<file path="src/design/assert_macros.svh">
// Assertion macros shared by the WAV-to-DAC stream design.
// Included by every RTL file that carries concurrent assertions.
`ifndef ASSERT_MACROS_SVH
`define ASSERT_MACROS_SVH

`ifndef ASSERT_OFF

// Check a property at every rising clock edge outside reset.
`define WPD_ASSERT(name, clk, rst, prop) \
  name: assert property (@(posedge clk) disable iff (rst) (prop)) \
    else $error("wav parser assertion failed");

// Check that a condition never holds at a rising clock edge outside reset.
`define WPD_ASSERT_NEVER(name, clk, rst, cond) \
  `WPD_ASSERT(name, clk, rst, !(cond))

`else

`define WPD_ASSERT(name, clk, rst, prop)
`define WPD_ASSERT_NEVER(name, clk, rst, cond)

`endif

`endif

</file>
<file path="src/design/wpd_pkg.sv">
// Package for the WAV-to-DAC stream unit: parser phases, RIFF tags,
// result kinds and the item/result structs passed between stages.
// No dependencies.
package wpd_pkg;

  // Parser phase codes
  localparam logic [2:0] PH_RIFF  = 3'd0;
  localparam logic [2:0] PH_RSIZE = 3'd1;
  localparam logic [2:0] PH_WAVE  = 3'd2;
  localparam logic [2:0] PH_CHUNK = 3'd3;
  localparam logic [2:0] PH_FMT   = 3'd4;
  localparam logic [2:0] PH_SKIP  = 3'd5;
  localparam logic [2:0] PH_DATA  = 3'd6;
  localparam logic [2:0] PH_DRAIN = 3'd7;

  // Little-endian four-character tags
  localparam logic [31:0] TAG_RIFF = 32'h4646_4952;
  localparam logic [31:0] TAG_WAVE = 32'h4556_4157;
  localparam logic [31:0] TAG_FMT  = 32'h2074_6d66;
  localparam logic [31:0] TAG_DATA = 32'h6174_6164;

  // Header field values that the data chunk checks against, and the fmt body size
  localparam logic [15:0] FMT_PCM    = 16'd1;
  localparam logic [15:0] CH_MONO    = 16'd1;
  localparam logic [15:0] CH_STEREO  = 16'd2;
  localparam logic [15:0] BITS_8     = 16'd8;
  localparam logic [15:0] BITS_16    = 16'd16;
  localparam logic [31:0] FMT_BODY   = 32'd16;

  // Result kinds
  localparam logic [1:0] KIND_SAMPLE = 2'd0;
  localparam logic [1:0] KIND_ACCEPT = 2'd1;
  localparam logic [1:0] KIND_REJECT = 2'd2;
  localparam logic [1:0] KIND_EARLY  = 2'd3;

  // One buffered input byte
  typedef struct packed {
    logic       vld;
    logic [7:0] data_byte;
    logic       end_of_file;
  } wpd_item_t;

  // One result request from the parser
  typedef struct packed {
    logic        vld;
    logic [1:0]  kind;
    logic [7:0]  dac_code;
    logic        final_res;
    logic [31:0] play_rate;
    logic        stereo;
  } wpd_result_t;

endpackage

</file>
<file path="src/design/wav_pcm_to_dac_stream_unit.sv">
// WAV byte-stream parser that turns PCM samples into 8-bit DAC codes.
// Top level; uses wpd_pkg, wpd_in_reg, wpd_parser and wpd_out_reg.
//
// Input channel (in_valid / in_stall) carries one file byte per request,
// with end_of_file marking the last byte of a file. The parser checks the
// RIFF and WAVE tags, walks the chunks, reads the fmt chunk and validates
// the header at the data chunk, reporting accept (with rate and stereo
// flag) or reject. Each sample frame then gives one DAC code request.
// Output channel (out_valid / out_stall) carries at most one result per
// input byte; bytes that give no result produce nothing on it.
// A result passes through the input register and then the result register,
// where it is presented until the receiver takes it.
// Throughput: one byte per cycle while the receiver does not stall, set by the parser updating its state once per byte.
// When the receiver stalls, the result register holds; the held input byte
// waits behind it and in_stall rises, so nothing is lost or repeated.
// Reset empties both registers and returns the parser to expecting RIFF;
// the last byte of each file also returns it there.
module wav_pcm_to_dac_stream_unit
  import wpd_pkg::*;
(
  input  logic        clk,
  input  logic        rst,
  input  logic        in_valid,
  output logic        in_stall,
  input  logic [7:0]  data_byte,
  input  logic        end_of_file,
  output logic        out_valid,
  input  logic        out_stall,
  output logic [1:0]  kind,
  output logic [7:0]  dac_code,
  output logic        final_res,
  output logic [31:0] play_rate,
  output logic        stereo
);

  wpd_item_t   item;
  wpd_result_t res;
  logic        out_free;
  logic        adv;

  // Move the held byte through the parser whenever the result slot is free
  assign adv = item.vld && out_free;

  wpd_in_reg u_in (
    .clk         (clk),
    .rst         (rst),
    .in_valid    (in_valid),
    .in_stall    (in_stall),
    .data_byte   (data_byte),
    .end_of_file (end_of_file),
    .adv         (adv),
    .item        (item)
  );

  wpd_parser u_parse (
    .clk  (clk),
    .rst  (rst),
    .step (adv),
    .item (item),
    .res  (res)
  );

  wpd_out_reg u_out (
    .clk         (clk),
    .rst         (rst),
    .adv         (adv),
    .res         (res),
    .out_free    (out_free),
    .out_valid   (out_valid),
    .out_stall   (out_stall),
    .kind        (kind),
    .dac_code    (dac_code),
    .final_res   (final_res),
    .play_rate   (play_rate),
    .stereo      (stereo)
  );

endmodule

</file>
<file path="src/design/wpd_in_reg.sv">
// Input register of the WAV-to-DAC stream unit.
// Holds one byte request until the parser takes it; uses wpd_pkg.
module wpd_in_reg
  import wpd_pkg::*;
(
  input  logic       clk,
  input  logic       rst,
  input  logic       in_valid,
  output logic       in_stall,
  input  logic [7:0] data_byte,
  input  logic       end_of_file,
  input  logic       adv,
  output wpd_item_t  item
);

  logic       vld;
  logic [7:0] byte_hold;
  logic       eof_hold;
  logic       take;

  // Stall only while a held request cannot move on this cycle
  assign in_stall = vld && !adv;
  assign take     = in_valid && !in_stall;

  // Track occupancy
  always_ff @(posedge clk) begin
    if (rst) begin
      vld <= 1'b0;
    end else if (take) begin
      vld <= 1'b1;
    end else if (adv) begin
      vld <= 1'b0;
    end
  end

  // Capture the payload
  always_ff @(posedge clk) begin
    if (take) begin
      byte_hold <= data_byte;
      eof_hold  <= end_of_file;
    end
  end

  assign item = '{vld: vld, data_byte: byte_hold, end_of_file: eof_hold};

endmodule

</file>
<file path="src/design/wpd_parser.sv">
// RIFF/WAVE chunk parser and PCM-to-DAC sample conversion.
// One byte per step; uses wpd_pkg and assert_macros.svh.
`include "assert_macros.svh"

module wpd_parser
  import wpd_pkg::*;
(
  input  logic        clk,
  input  logic        rst,
  input  logic        step,
  input  wpd_item_t   item,
  output wpd_result_t res
);

  logic [2:0]  phase,          phase_next;
  logic [3:0]  idx,            idx_next;
  logic [31:0] chunk_tag,      chunk_tag_next;
  logic [31:0] chunk_length,   chunk_length_next;
  logic [32:0] skip_remaining, skip_remaining_next;
  logic [15:0] format_code,    format_code_next;
  logic [15:0] channel_count,  channel_count_next;
  logic [15:0] sample_width,   sample_width_next;
  logic [31:0] rate_value,     rate_value_next;
  logic [31:0] data_remaining, data_remaining_next;
  logic [23:0] partial_sample, partial_sample_next;

  logic [31:0] byte_at;
  logic [31:0] tag_ins;
  logic [31:0] len_ins;
  logic [31:0] frame;
  logic [31:0] data_dec;
  logic [32:0] skip_dec;
  logic        wide;
  logic        two;
  logic [1:0]  last_idx;
  logic        hdr_ok;
  logic [16:0] wsum;
  logic [16:0] wsum_adj;
  logic [15:0] wval;
  logic [8:0]  nsum;
  logic [7:0]  code;

  // Byte placed at its little-endian lane
  assign byte_at  = {24'b0, item.data_byte} << {idx[1:0], 3'b000};
  assign tag_ins  = chunk_tag | byte_at;
  assign len_ins  = chunk_length | byte_at;
  assign frame    = {8'b0, partial_sample} | byte_at;
  assign data_dec = (data_remaining != 32'd0) ? data_remaining - 32'd1 : 32'd0;
  assign skip_dec = (skip_remaining != 33'd0) ? skip_remaining - 33'd1 : 33'd0;

  assign wide     = (sample_width == BITS_16);
  assign two      = (channel_count == CH_STEREO);
  assign last_idx = {wide & two, wide | two};

  // Format checks; the data size is checked on its completed value below
  assign hdr_ok = (format_code == FMT_PCM) && (rate_value != 32'd0) &&
                  ((channel_count == CH_MONO) || (channel_count == CH_STEREO)) &&
                  ((sample_width == BITS_8) || (sample_width == BITS_16));

  // Convert a completed frame: stereo average truncates toward zero
  always_comb begin
    wsum     = {frame[15], frame[15:0]} + {frame[31], frame[31:16]};
    wsum_adj = wsum + {16'b0, wsum[16]};
    wval     = two ? wsum_adj[16:1] : frame[15:0];
    nsum     = {1'b0, frame[7:0]} + {1'b0, frame[15:8]};
    if (wide) begin
      code = {~wval[15], wval[14:8]};
    end else if (two) begin
      code = nsum[8:1];
    end else begin
      code = frame[7:0];
    end
  end

  // Advance the parser by one byte
  always_comb begin
    phase_next           = phase;
    idx_next             = idx;
    chunk_tag_next       = chunk_tag;
    chunk_length_next    = chunk_length;
    skip_remaining_next  = skip_remaining;
    format_code_next     = format_code;
    channel_count_next   = channel_count;
    sample_width_next    = sample_width;
    rate_value_next      = rate_value;
    data_remaining_next  = data_remaining;
    partial_sample_next  = partial_sample;
    res                  = '0;

    if (step) begin
      unique case (phase)
        PH_RIFF, PH_WAVE: begin
          chunk_tag_next = tag_ins;
          idx_next       = idx + 4'd1;
          if (idx[1:0] == 2'd3) begin
            if (tag_ins != ((phase == PH_RIFF) ? TAG_RIFF : TAG_WAVE)) begin
              res.vld    = 1'b1;
              res.kind   = KIND_REJECT;
              phase_next = PH_DRAIN;
            end else begin
              phase_next = (phase == PH_RIFF) ? PH_RSIZE : PH_CHUNK;
            end
            idx_next       = 4'd0;
            chunk_tag_next = 32'd0;
          end
        end
        PH_RSIZE: begin
          idx_next = idx + 4'd1;
          if (idx[1:0] == 2'd3) begin
            idx_next   = 4'd0;
            phase_next = PH_WAVE;
          end
        end
        PH_CHUNK: begin
          idx_next = idx + 4'd1;
          if (!idx[2]) begin
            chunk_tag_next = tag_ins;
          end else begin
            chunk_length_next = len_ins;
          end
          if (idx[2:0] == 3'd7) begin
            idx_next          = 4'd0;
            chunk_tag_next    = 32'd0;
            chunk_length_next = 32'd0;
            if (chunk_tag == TAG_FMT) begin
              skip_remaining_next = (len_ins > FMT_BODY) ?
                                    {1'b0, len_ins - FMT_BODY} : 33'd0;
              phase_next          = PH_FMT;
            end else if (chunk_tag == TAG_DATA) begin
              res.vld = 1'b1;
              if (hdr_ok && (len_ins != 32'd0)) begin
                res.kind            = KIND_ACCEPT;
                res.play_rate       = rate_value;
                res.stereo          = two;
                data_remaining_next = len_ins;
                partial_sample_next = 24'd0;
                phase_next          = PH_DATA;
              end else begin
                res.kind   = KIND_REJECT;
                phase_next = PH_DRAIN;
              end
            end else begin
              skip_remaining_next = {1'b0, len_ins} + {32'b0, len_ins[0]};
              phase_next = (len_ins != 32'd0) ? PH_SKIP : PH_CHUNK;
            end
          end
        end
        PH_FMT: begin
          unique case (idx)
            4'd0:    format_code_next     = {8'b0, item.data_byte};
            4'd1:    format_code_next     = {item.data_byte, format_code[7:0]};
            4'd2:    channel_count_next   = {8'b0, item.data_byte};
            4'd3:    channel_count_next   = {item.data_byte, channel_count[7:0]};
            4'd4:    rate_value_next      = {24'b0, item.data_byte};
            4'd5, 4'd6, 4'd7: rate_value_next = rate_value | byte_at;
            4'd14:   sample_width_next    = {8'b0, item.data_byte};
            4'd15:   sample_width_next    = {item.data_byte, sample_width[7:0]};
            default: ;
          endcase
          idx_next = idx + 4'd1;
          if (idx == 4'd15) begin
            idx_next   = 4'd0;
            phase_next = (skip_remaining != 33'd0) ? PH_SKIP : PH_CHUNK;
          end
        end
        PH_SKIP: begin
          skip_remaining_next = skip_dec;
          if (skip_dec == 33'd0) begin
            phase_next = PH_CHUNK;
          end
        end
        PH_DATA: begin
          data_remaining_next = data_dec;
          if (idx < {2'b00, last_idx}) begin
            partial_sample_next = partial_sample | byte_at[23:0];
            idx_next            = idx + 4'd1;
          end else begin
            res.vld             = 1'b1;
            res.kind            = KIND_SAMPLE;
            res.dac_code        = code;
            res.final_res       = (data_dec == 32'd0) || item.end_of_file;
            idx_next            = 4'd0;
            partial_sample_next = 24'd0;
            if (data_dec == 32'd0) begin
              phase_next = PH_DRAIN;
            end
          end
        end
        default: ;
      endcase

      // Last byte of the file: flag an unfinished header or frame, then restart
      if (item.end_of_file) begin
        if (!res.vld && ((phase_next <= PH_SKIP) ||
                         ((phase_next == PH_DATA) && (idx_next != 4'd0)))) begin
          res.vld  = 1'b1;
          res.kind = KIND_EARLY;
        end
        phase_next           = PH_RIFF;
        idx_next             = 4'd0;
        chunk_tag_next       = 32'd0;
        chunk_length_next    = 32'd0;
        skip_remaining_next  = 33'd0;
        format_code_next     = 16'd0;
        channel_count_next   = 16'd0;
        sample_width_next    = 16'd0;
        rate_value_next      = 32'd0;
        data_remaining_next  = 32'd0;
        partial_sample_next  = 24'd0;
      end
    end
  end

  // Hold parser state
  always_ff @(posedge clk) begin
    if (rst) begin
      phase           <= PH_RIFF;
      idx             <= 4'd0;
      chunk_tag       <= 32'd0;
      chunk_length    <= 32'd0;
      skip_remaining  <= 33'd0;
      format_code     <= 16'd0;
      channel_count   <= 16'd0;
      sample_width    <= 16'd0;
      rate_value      <= 32'd0;
      data_remaining  <= 32'd0;
      partial_sample  <= 24'd0;
    end else begin
      phase           <= phase_next;
      idx             <= idx_next;
      chunk_tag       <= chunk_tag_next;
      chunk_length    <= chunk_length_next;
      skip_remaining  <= skip_remaining_next;
      format_code     <= format_code_next;
      channel_count   <= channel_count_next;
      sample_width    <= sample_width_next;
      rate_value      <= rate_value_next;
      data_remaining  <= data_remaining_next;
      partial_sample  <= partial_sample_next;
    end
  end

  // A partly assembled frame exists only while reading samples
  `WPD_ASSERT(a_partial_only_in_data, clk, rst, (phase != PH_DATA) |-> (partial_sample == 24'd0))
  // The byte position never passes the last byte of a frame
  `WPD_ASSERT(a_frame_index_bound, clk, rst, (phase == PH_DATA) |-> (idx <= {2'b00, last_idx}))
  // Skipping always has bytes left to skip
  `WPD_ASSERT_NEVER(a_skip_nonzero, clk, rst, (phase == PH_SKIP) && (skip_remaining == 33'd0))
  // An accepted header moves into sample reading unless the file ends
  `WPD_ASSERT(a_accept_enters_data, clk, rst, (step && res.vld && (res.kind == KIND_ACCEPT) && !item.end_of_file) |=> (phase == PH_DATA))

endmodule

</file>
<file path="src/design/wpd_out_reg.sv">
// Output register of the WAV-to-DAC stream unit.
// Holds one result request until the receiver takes it; uses wpd_pkg.
module wpd_out_reg
  import wpd_pkg::*;
(
  input  logic        clk,
  input  logic        rst,
  input  logic        adv,
  input  wpd_result_t res,
  output logic        out_free,
  output logic        out_valid,
  input  logic        out_stall,
  output logic [1:0]  kind,
  output logic [7:0]  dac_code,
  output logic        final_res,
  output logic [31:0] play_rate,
  output logic        stereo
);

  logic        load;
  wpd_result_t hold;

  // Free when empty or being taken this cycle
  assign out_free = !out_valid || !out_stall;
  assign load     = adv && res.vld;

  // Track occupancy
  always_ff @(posedge clk) begin
    if (rst) begin
      out_valid <= 1'b0;
    end else if (out_free) begin
      out_valid <= load;
    end
  end

  // Capture the payload
  always_ff @(posedge clk) begin
    if (out_free && load) begin
      hold <= res;
    end
  end

  assign kind        = hold.kind;
  assign dac_code    = hold.dac_code;
  assign final_res   = hold.final_res;
  assign play_rate   = hold.play_rate;
  assign stereo      = hold.stereo;

endmodule
</file>
<file path="config.mk">
export PLATFORM = sky130hd
export DESIGN_NAME = wav_pcm_to_dac_stream_unit
export DESIGN_NICKNAME = d
export VERILOG_FILES = /design/src/design/wpd_pkg.sv /design/src/design/wav_pcm_to_dac_stream_unit.sv /design/src/design/wpd_in_reg.sv /design/src/design/wpd_parser.sv /design/src/design/wpd_out_reg.sv
export VERILOG_INCLUDE_DIRS = /design/src /design/src/design
export SDC_FILE = /design/constraint.sdc
export NUM_CORES = 1
export LEC_CHECK = 0
export ABC_AREA = 1
export BUFFER_PORTS_ARGS = -buffer_cell sky130_fd_sc_hd__buf_4
export CAP_MARGIN = 10
export CORE_MARGIN = 2
export CORE_UTILIZATION = 30
export DETAILED_ROUTE_END_ITERATION = 10
export PLACE_DENSITY = 0.53
export SYNTH_ARGS = -nofsm -noshare
export SYNTH_HDL_FRONTEND = slang
export SYNTH_SLANG_ARGS = --single-unit
</file>
<file path="constraint.sdc">
create_clock -name clk -period 4.1 [get_ports clk]
set_clock_uncertainty 0.2 [all_clocks]
set_input_delay 0.41 -clock clk [delete_from_list [all_inputs] [get_ports clk]]
set_output_delay 0.41 -clock clk [all_outputs]
set_load 0.02 [all_outputs]
</file>
==> impl_metrics.env, run 1 <==
export IMPL_syn_area_mm2=0.0195
export IMPL_rsz0062_at_grt="false"
export IMPL_endpoint_kind="register"
export IMPL_routedWlPerCell_um=18.6
export IMPL_synthArstFlopShare_pct=0
export IMPL_critical_path_max_stage_delay_ps=380
export IMPL_wl_um=72300
export IMPL_initial_core_util_pct=30.3
export IMPL_synth_edff_count=53
export IMPL_fin_nets=3050
export IMPL_clk_latency_ps=570
export IMPL_hpwlAfterDp_um=54700
export IMPL_syn_nets=2969
export IMPL_ios=59
export IMPL_cts_tree="yes"
export IMPL_crit_start="u_parse.data_remaining[0]"
export IMPL_cts_buffers=39
export IMPL_yosys_warnings=0
export IMPL_area_growth_pct=15.7
export IMPL_grt_first_pass_wirelength_um=111000
export IMPL_critical_path_arrival_ps=3920
export IMPL_setup_viol=0
export IMPL_core_mm2=0.0643
export IMPL_vias_per_cell=5.12
export IMPL_drt_pass1_iterations=6
export IMPL_die_h_um=259
export IMPL_synth_top_cell_by_area="dfxtp_1"
export IMPL_relSlewSlack_pct=44.6
export IMPL_ys_ff_latch=295
export IMPL_final_cell_mix="nand2_1, nor2_1, inv_1, a21oi_1, dfxtp_1"
export IMPL_slew_viol_final=0
export IMPL_fill_cells=6994
export IMPL_syn_inst=2916
export IMPL_cts_buffer_depth=3
export IMPL_dieArea_mm2=0.0670
export IMPL_rr_worst_depth=19
export IMPL_crit_top_cell="nand2_1"
export IMPL_clkSinkCount=295
export IMPL_timing_critical_path_buf_inv=3
export IMPL_grt_pass1_vias=18500
export IMPL_grtUsageTotal_pct=21.3
export IMPL_period_needed_ps=3820
export IMPL_holdPathStages=2
export IMPL_r2r_end="u_out.dac_code[3]"
export IMPL_place_congestion=0.996
export IMPL_fp_row_count=93
export IMPL_ff_latch_area_mm2=0.00644
export IMPL_finalHoldViolations=0
export IMPL_fmax_mhz=262
export IMPL_drtIter0Drc=1888
export IMPL_rr_startpoint="u_parse.data_remaining[0]"
export IMPL_ys_flop_type="dfxtp_1"
export IMPL_final_common_cell="nand2_1"
export IMPL_ant_nets=0
export IMPL_worstPathCellList="inv_1, ha_1, nand2_1, nor2_2, and2_1, nand2_4, nand3_1, nand2_1, nor2_1, nand2_1, nor2_1, nand3_1, nand3_1, nand3_2, nand2_1, nand2_1, nand2_1, inv_2, buf_12"
export IMPL_num_vias=19900
export IMPL_irDropWorstVdd_uv=343
export IMPL_worst_slew_pin_slew_ps=831
export IMPL_hold_path_endpoint="u_parse.partial_sample[12]"
export IMPL_antenna_cells=0
export IMPL_die_w_um=259
export IMPL_worstHoldStart="rst"
export IMPL_holdWs_ps=162
export IMPL_status="completed"
export IMPL_r2r_slack_ps=280
export IMPL_route_detailed_drc=0
export IMPL_synth_top_area_share_pct=24.9
export IMPL_antenna_found_initial=0
export IMPL_cts_clk_slew_worst_paths_ps=60
export IMPL_powerDensity_mw_per_mm2=356
export IMPL_crit_type="register to register"
export IMPL_grt_overflow_total=0
export IMPL_finalCritPeriodShare_pct=93.2
export IMPL_crit_required_ps=4200
export IMPL_hp_class="primary input to register"
export IMPL_root_buffer="clkbuf_16"
export IMPL_avgSynthCellArea_um2=6.68
export IMPL_setup_tns_ps=0
export IMPL_synth_seq_area_share_pct=33.0
export IMPL_htree_levels=2
export IMPL_ys_top_cells_by_area="dfxtp_1, nand2_1, a21oi_1"
export IMPL_synth_cell_types=61
export IMPL_portBuffers=58
export IMPL_crit_slowest_cell="nor2_1"
export IMPL_critical_path_top_delay_family="simple AND/OR/NAND/NOR gates"
export IMPL_multi_input_area_mm2=0.0111
export IMPL_grt_max_degree=93
export IMPL_maxCapViolations=0
export IMPL_drive_gt1_share_pct=12.9
export IMPL_p_leak_nw=9.39
export IMPL_crit_fanout=44
export IMPL_cp_start_kind="register"
## report_power, final
part,internal [mW],leakage [nW],switching [mW]
clock network,2.12,0.634,1.43
logic,0.420,6.23,0.972
registers,3.02,2.53,0.0583
total,5.56,9.39,2.46
## logic make-up (layout without fill, tap and decap cells)
family | Yosys count | count (layout) | share of synthesized area, %
AND/OR/NAND/NOR | 1411 | 1411 | 32.5
buffers and inverters | 478 | 587 | 10.0
XOR/XNOR | 51 | 51 | 2.29
AO/OA/AOI/OAI | 641 | 641 | 19.5
flip-flops | 295 | 295 | 33.0
adder cells (fa/ha/maj) | 40 | 40 | 2.65
## synth_stat cells (8+ instances only)
cell type	n
a211oi_1	33
a211oi_2	33
a21oi_1	331
a221oi_1	8
a22oi_1	9
buf_2	15
buf_6	12
clkbuf_1	73
dfxtp_1	242
edfxtp_1	53
ha_1	38
inv_1	338
inv_2	22
nand2_1	620
nand2_2	29
nand3_1	171
nand3_2	16
nand4_1	53
nor2_1	391
nor2_2	27
nor2_4	17
nor3_1	29
nor4_1	16
o211ai_1	37
o21ai_0	138
o21ai_1	13
o21bai_1	9
or2_2	14
xnor2_1	14
xor2_1	37
## worst register-to-register path, cell delays in order, from the launching register on
cell	delay, ps
dfxtp_1	330
inv_1	80
ha_1	230
nand2_1	170
nor2_2	250
and2_1	260
nand2_4	220
nand3_1	200
nand2_1	70
nor2_1	160
nand2_1	80
nor2_1	380
nand3_1	230
nand3_1	150
nand3_2	80
nand2_1	60
nand2_1	50
nand2_1	90
inv_2	50
buf_12	170
## worst max path at each step
stage	end	slack, ps	cells after the start
after floorplan	u_out.dac_code[0]	530	19
after global placement	u_out.dac_code[7]	100	19
after detailed placement	u_out.stereo	120	19
after CTS	u_out.dac_code[3]	90	19
after global routing	u_out.dac_code[6]	20	19
final	u_out.dac_code[3]	280	19
## layer usage
metal | vias up | wire length (µm) | GRT usage [%]
li1 | 9814 | - | -
met5 | - | 0 | 0
met4 | 0 | 2290 | 7.19
met2 | 683 | 31800 | 33.2
met1 | 9255 | 33400 | 30.2
met3 | 129 | 4810 | 2.63
## sequential cells by signal, summed over array words and instances, names as in the netlist, 2 cells and up
register	count
u_parse.chunk_length	32
u_parse.skip_remaining	33
u_out.play_rate	32
u_parse.partial_sample	24
u_parse.phase	3
u_out.kind	2
u_parse.sample_width	16
u_parse.channel_count	16
u_parse.rate_value	32
u_parse.data_remaining	32
u_out.dac_code	8
u_parse.idx	4
u_parse.format_code	16
u_in.byte_hold	8
u_parse.chunk_tag	32
## metrics by stage
step | total power [mW] | area, µm² | utilization (%) | cells | worst slack (ps)
final | 8.01 | 22500 | 35.0 | 3880 | 279
after global routing | 8.36 | 22500 | 35.0 | 3880 | 23.6
after CTS | 8.07 | 22500 | 34.9 | 3877 | 90.0
after detailed placement | 4.49 | 21100 | 32.7 | 3797 | 120
after global placement | 4.50 | 21100 | 32.7 | 3797 | 96.7
after floorplan | 4.07 | 19500 | - | 2916 | 531
## final cells by class
type                       count  share of cell area (%)
inverter                     368                    6.19
clock inverter                17                   0.905
sequential                   295                    28.6
timing repair buffer         150                    5.32
tap                          855                    4.75
multi-input combinational   2143                    49.3
clock buffer                  52                    4.96
## timing repair
action                                 4_1_cts  5_1_grt
setup endpoints to repair                    0       51
buffers inserted                             0        3
endpoints found under the hold margin       11        0
hold buffers                                11        0
gates resized for setup                      0        5
(Power assumes the default switching activity.)
==> run 2: changes to the inputs <==
- MAX_ROUTING_LAYER: default -> met4
==> impl_metrics.env, run 2 (synthesis gave the netlist of run 1 again) <==
export IMPL_status="completed"
export IMPL_clock_power_share_pct=44.8
export IMPL_cts_buffer_depth=3
export IMPL_root_buffer="clkbuf_16"
export IMPL_area_growth_pct=15.7
export IMPL_top_register="u_parse.skip_remaining"
export IMPL_fmax_mhz=264
export IMPL_power_frac_comb_pct=17.2
export IMPL_cts_buffers=39
export IMPL_crit_type="register to register"
export IMPL_die_h_um=259
export IMPL_antenna_cells=0
export IMPL_period_needed_ps=3790
export IMPL_portBuffers=58
export IMPL_endpoint_kind="register"
export IMPL_critical_path_max_stage_delay_ps=360
export IMPL_htree_levels=2
export IMPL_ant_nets=0
export IMPL_crit_fanout=44
export IMPL_relSlewSlack_pct=39.1
export IMPL_hold_path_endpoint="u_parse.partial_sample[9]"
export IMPL_num_vias=19900
export IMPL_cp_start_kind="register"
export IMPL_irDropWorstVdd_uv=302
export IMPL_drive_gt1_share_pct=12.8
export IMPL_grtUsageTotal_pct=22.0
export IMPL_hpwlAfterDp_um=54800
export IMPL_critical_path_arrival_ps=3910
export IMPL_die_w_um=259
export IMPL_crit_slowest_cell="nor2_1"
export IMPL_dp_cells=3794
export IMPL_initial_core_util_pct=30.3
export IMPL_routedWlPerCell_um=18.8
export IMPL_clkSinkCount=295
export IMPL_final_cell_mix="nand2_1, nor2_1, inv_1, a21oi_1, dfxtp_1"
export IMPL_vias_per_cell=5.14
export IMPL_crit_required_ps=4220
export IMPL_antenna_found_initial=0
export IMPL_drt_pass1_iterations=6
export IMPL_rsz0062_at_grt="false"
export IMPL_worstPathCellList="inv_1, ha_1, nand2_1, nor2_2, and2_1, nand2_4, nand3_1, nand2_1, nor2_1, nand2_1, nor2_1, nand3_1, nand3_1, nand3_2, nand2_1, nand2_1, nand2_1, inv_2, buf_12"
export IMPL_grt_overflow_total=0
export IMPL_slew_viol_final=0
export IMPL_setup_viol=0
export IMPL_r2r_end="u_out.dac_code[3]"
export IMPL_ios=59
export IMPL_dieArea_mm2=0.0670
export IMPL_hp_class="primary input to register"
export IMPL_swShare_pct=30.4
export IMPL_post_route_util_pct=35.0
export IMPL_core_mm2=0.0643
export IMPL_fin_nets=3046
export IMPL_powerDensity_mw_per_mm2=359
export IMPL_fp_row_count=93
export IMPL_finalCritPeriodShare_pct=92.5
export IMPL_rr_startpoint="u_parse.data_remaining[0]"
export IMPL_switchingPower_mw=2.46
export IMPL_route_detailed_drc=0
export IMPL_power_frac_seq_pct=38.0
export IMPL_crit_top_cell="nand2_1"
export IMPL_worst_slew_pin_slew_ps=914
export IMPL_internal_power_mw=5.64
export IMPL_wl_um=72900
export IMPL_r2r_slack_ps=310
export IMPL_p_leak_nw=9.40
export IMPL_finalHoldViolations=0
export IMPL_grt_pass1_vias=18700
export IMPL_setup_tns_ps=0
export IMPL_clk_latency_ps=590
export IMPL_post_route_cell_area_mm2=0.0225
export IMPL_placed_area_mm2=0.0210
export IMPL_rr_worst_depth=19
export IMPL_largest_reg_flops=33
export IMPL_grt_first_pass_wirelength_um=112000
export IMPL_worstHoldStart="rst"
export IMPL_place_congestion=0.985
export IMPL_holdPathStages=2
export IMPL_finalNonFillerCells=3877
export IMPL_final_common_cell="nand2_1"
export IMPL_cts_clk_slew_worst_paths_ps=60
export IMPL_cts_tree="yes"
export IMPL_maxCapViolations=0
export IMPL_drtIter0Drc=1945
export IMPL_grt_max_degree=77
-- run 2: layer usage --
metal / vias up / global-route usage (%) / part of all wire (%)
li1: 9826 / - / -
met1: 9310 / 30.2 / 47
met2: 680 / 33.9 / 45
met3: 118 / 2.37 / 5.8
met4: 0 / 6.60 / 2.8
met5: - / - / 0
-- run 2: what timing repair did --
item | CTS | global route
hold endpoints to repair | 11 | 0
hold buffers | 11 | 0
gates resized for setup | 0 | 6
buffers inserted | 0 | 0
setup endpoints to repair | 0 | 51
-- run 2: critical path: cells and delay by family, from the launching register on --
| kind | cells | cell delay, ps |
|---|---|---|
| adders and majority gates | 1 | 240 |
| buffers and inverters | 3 | 300 |
| DFF | 1 | 330 |
| and+or+nand+nor | 15 | 2430 |
-- run 2: power by group through the flow --
stage               clock network, mW  registers (mW)  logic [mW]
finish                           3.63            3.08        1.39
global route                     3.82            3.08        1.54
CTS                              3.71            3.08        1.36
detailed placement                  0            3.14        1.35
global placement                    0            3.14        1.35
floorplan                           0            3.12       0.943
-- run 2: per-stage QoR --
stage / power, mW / worst slack [ps] / hold slack [ps]
after floorplan: 4.07 / 531 / 236
after global placement: 4.49 / 172 / 251
after detailed placement: 4.49 / 150 / 251
after CTS: 8.15 / 144 / 46.7
after global routing: 8.44 / 19.8 / 73.8
final: 8.10 / 306 / 66.8
-- run 2: area by class of cell --
cell class	count	area, µm²
Tap cell	855	1070
Timing Repair inverter	1	5.00
Clock buffer	55	1140
Fill cell	7047	41800
Timing Repair Buffer	145	1160
Sequential cell	295	6440
Inverter	368	1400
Clock inverter	15	223
Multi-Input combinational cell	2143	11100
-- run 2: worst max-delay path by stage --
stage | cells past startpoint | end | slack, ps | startpoint
after floorplan | 19 | u_out.dac_code[0] | 530 | u_parse.channel_count[10]
after global placement | 19 | u_out.dac_code[5] | 170 | u_parse.data_remaining[0]
after detailed placement | 19 | u_out.dac_code[3] | 150 | u_parse.data_remaining[0]
after CTS | 19 | u_out.play_rate[0] | 140 | u_parse.data_remaining[0]
after global routing | 19 | u_out.dac_code[5] | 20 | u_parse.idx[1]
final | 19 | u_out.dac_code[3] | 310 | u_parse.data_remaining[0]
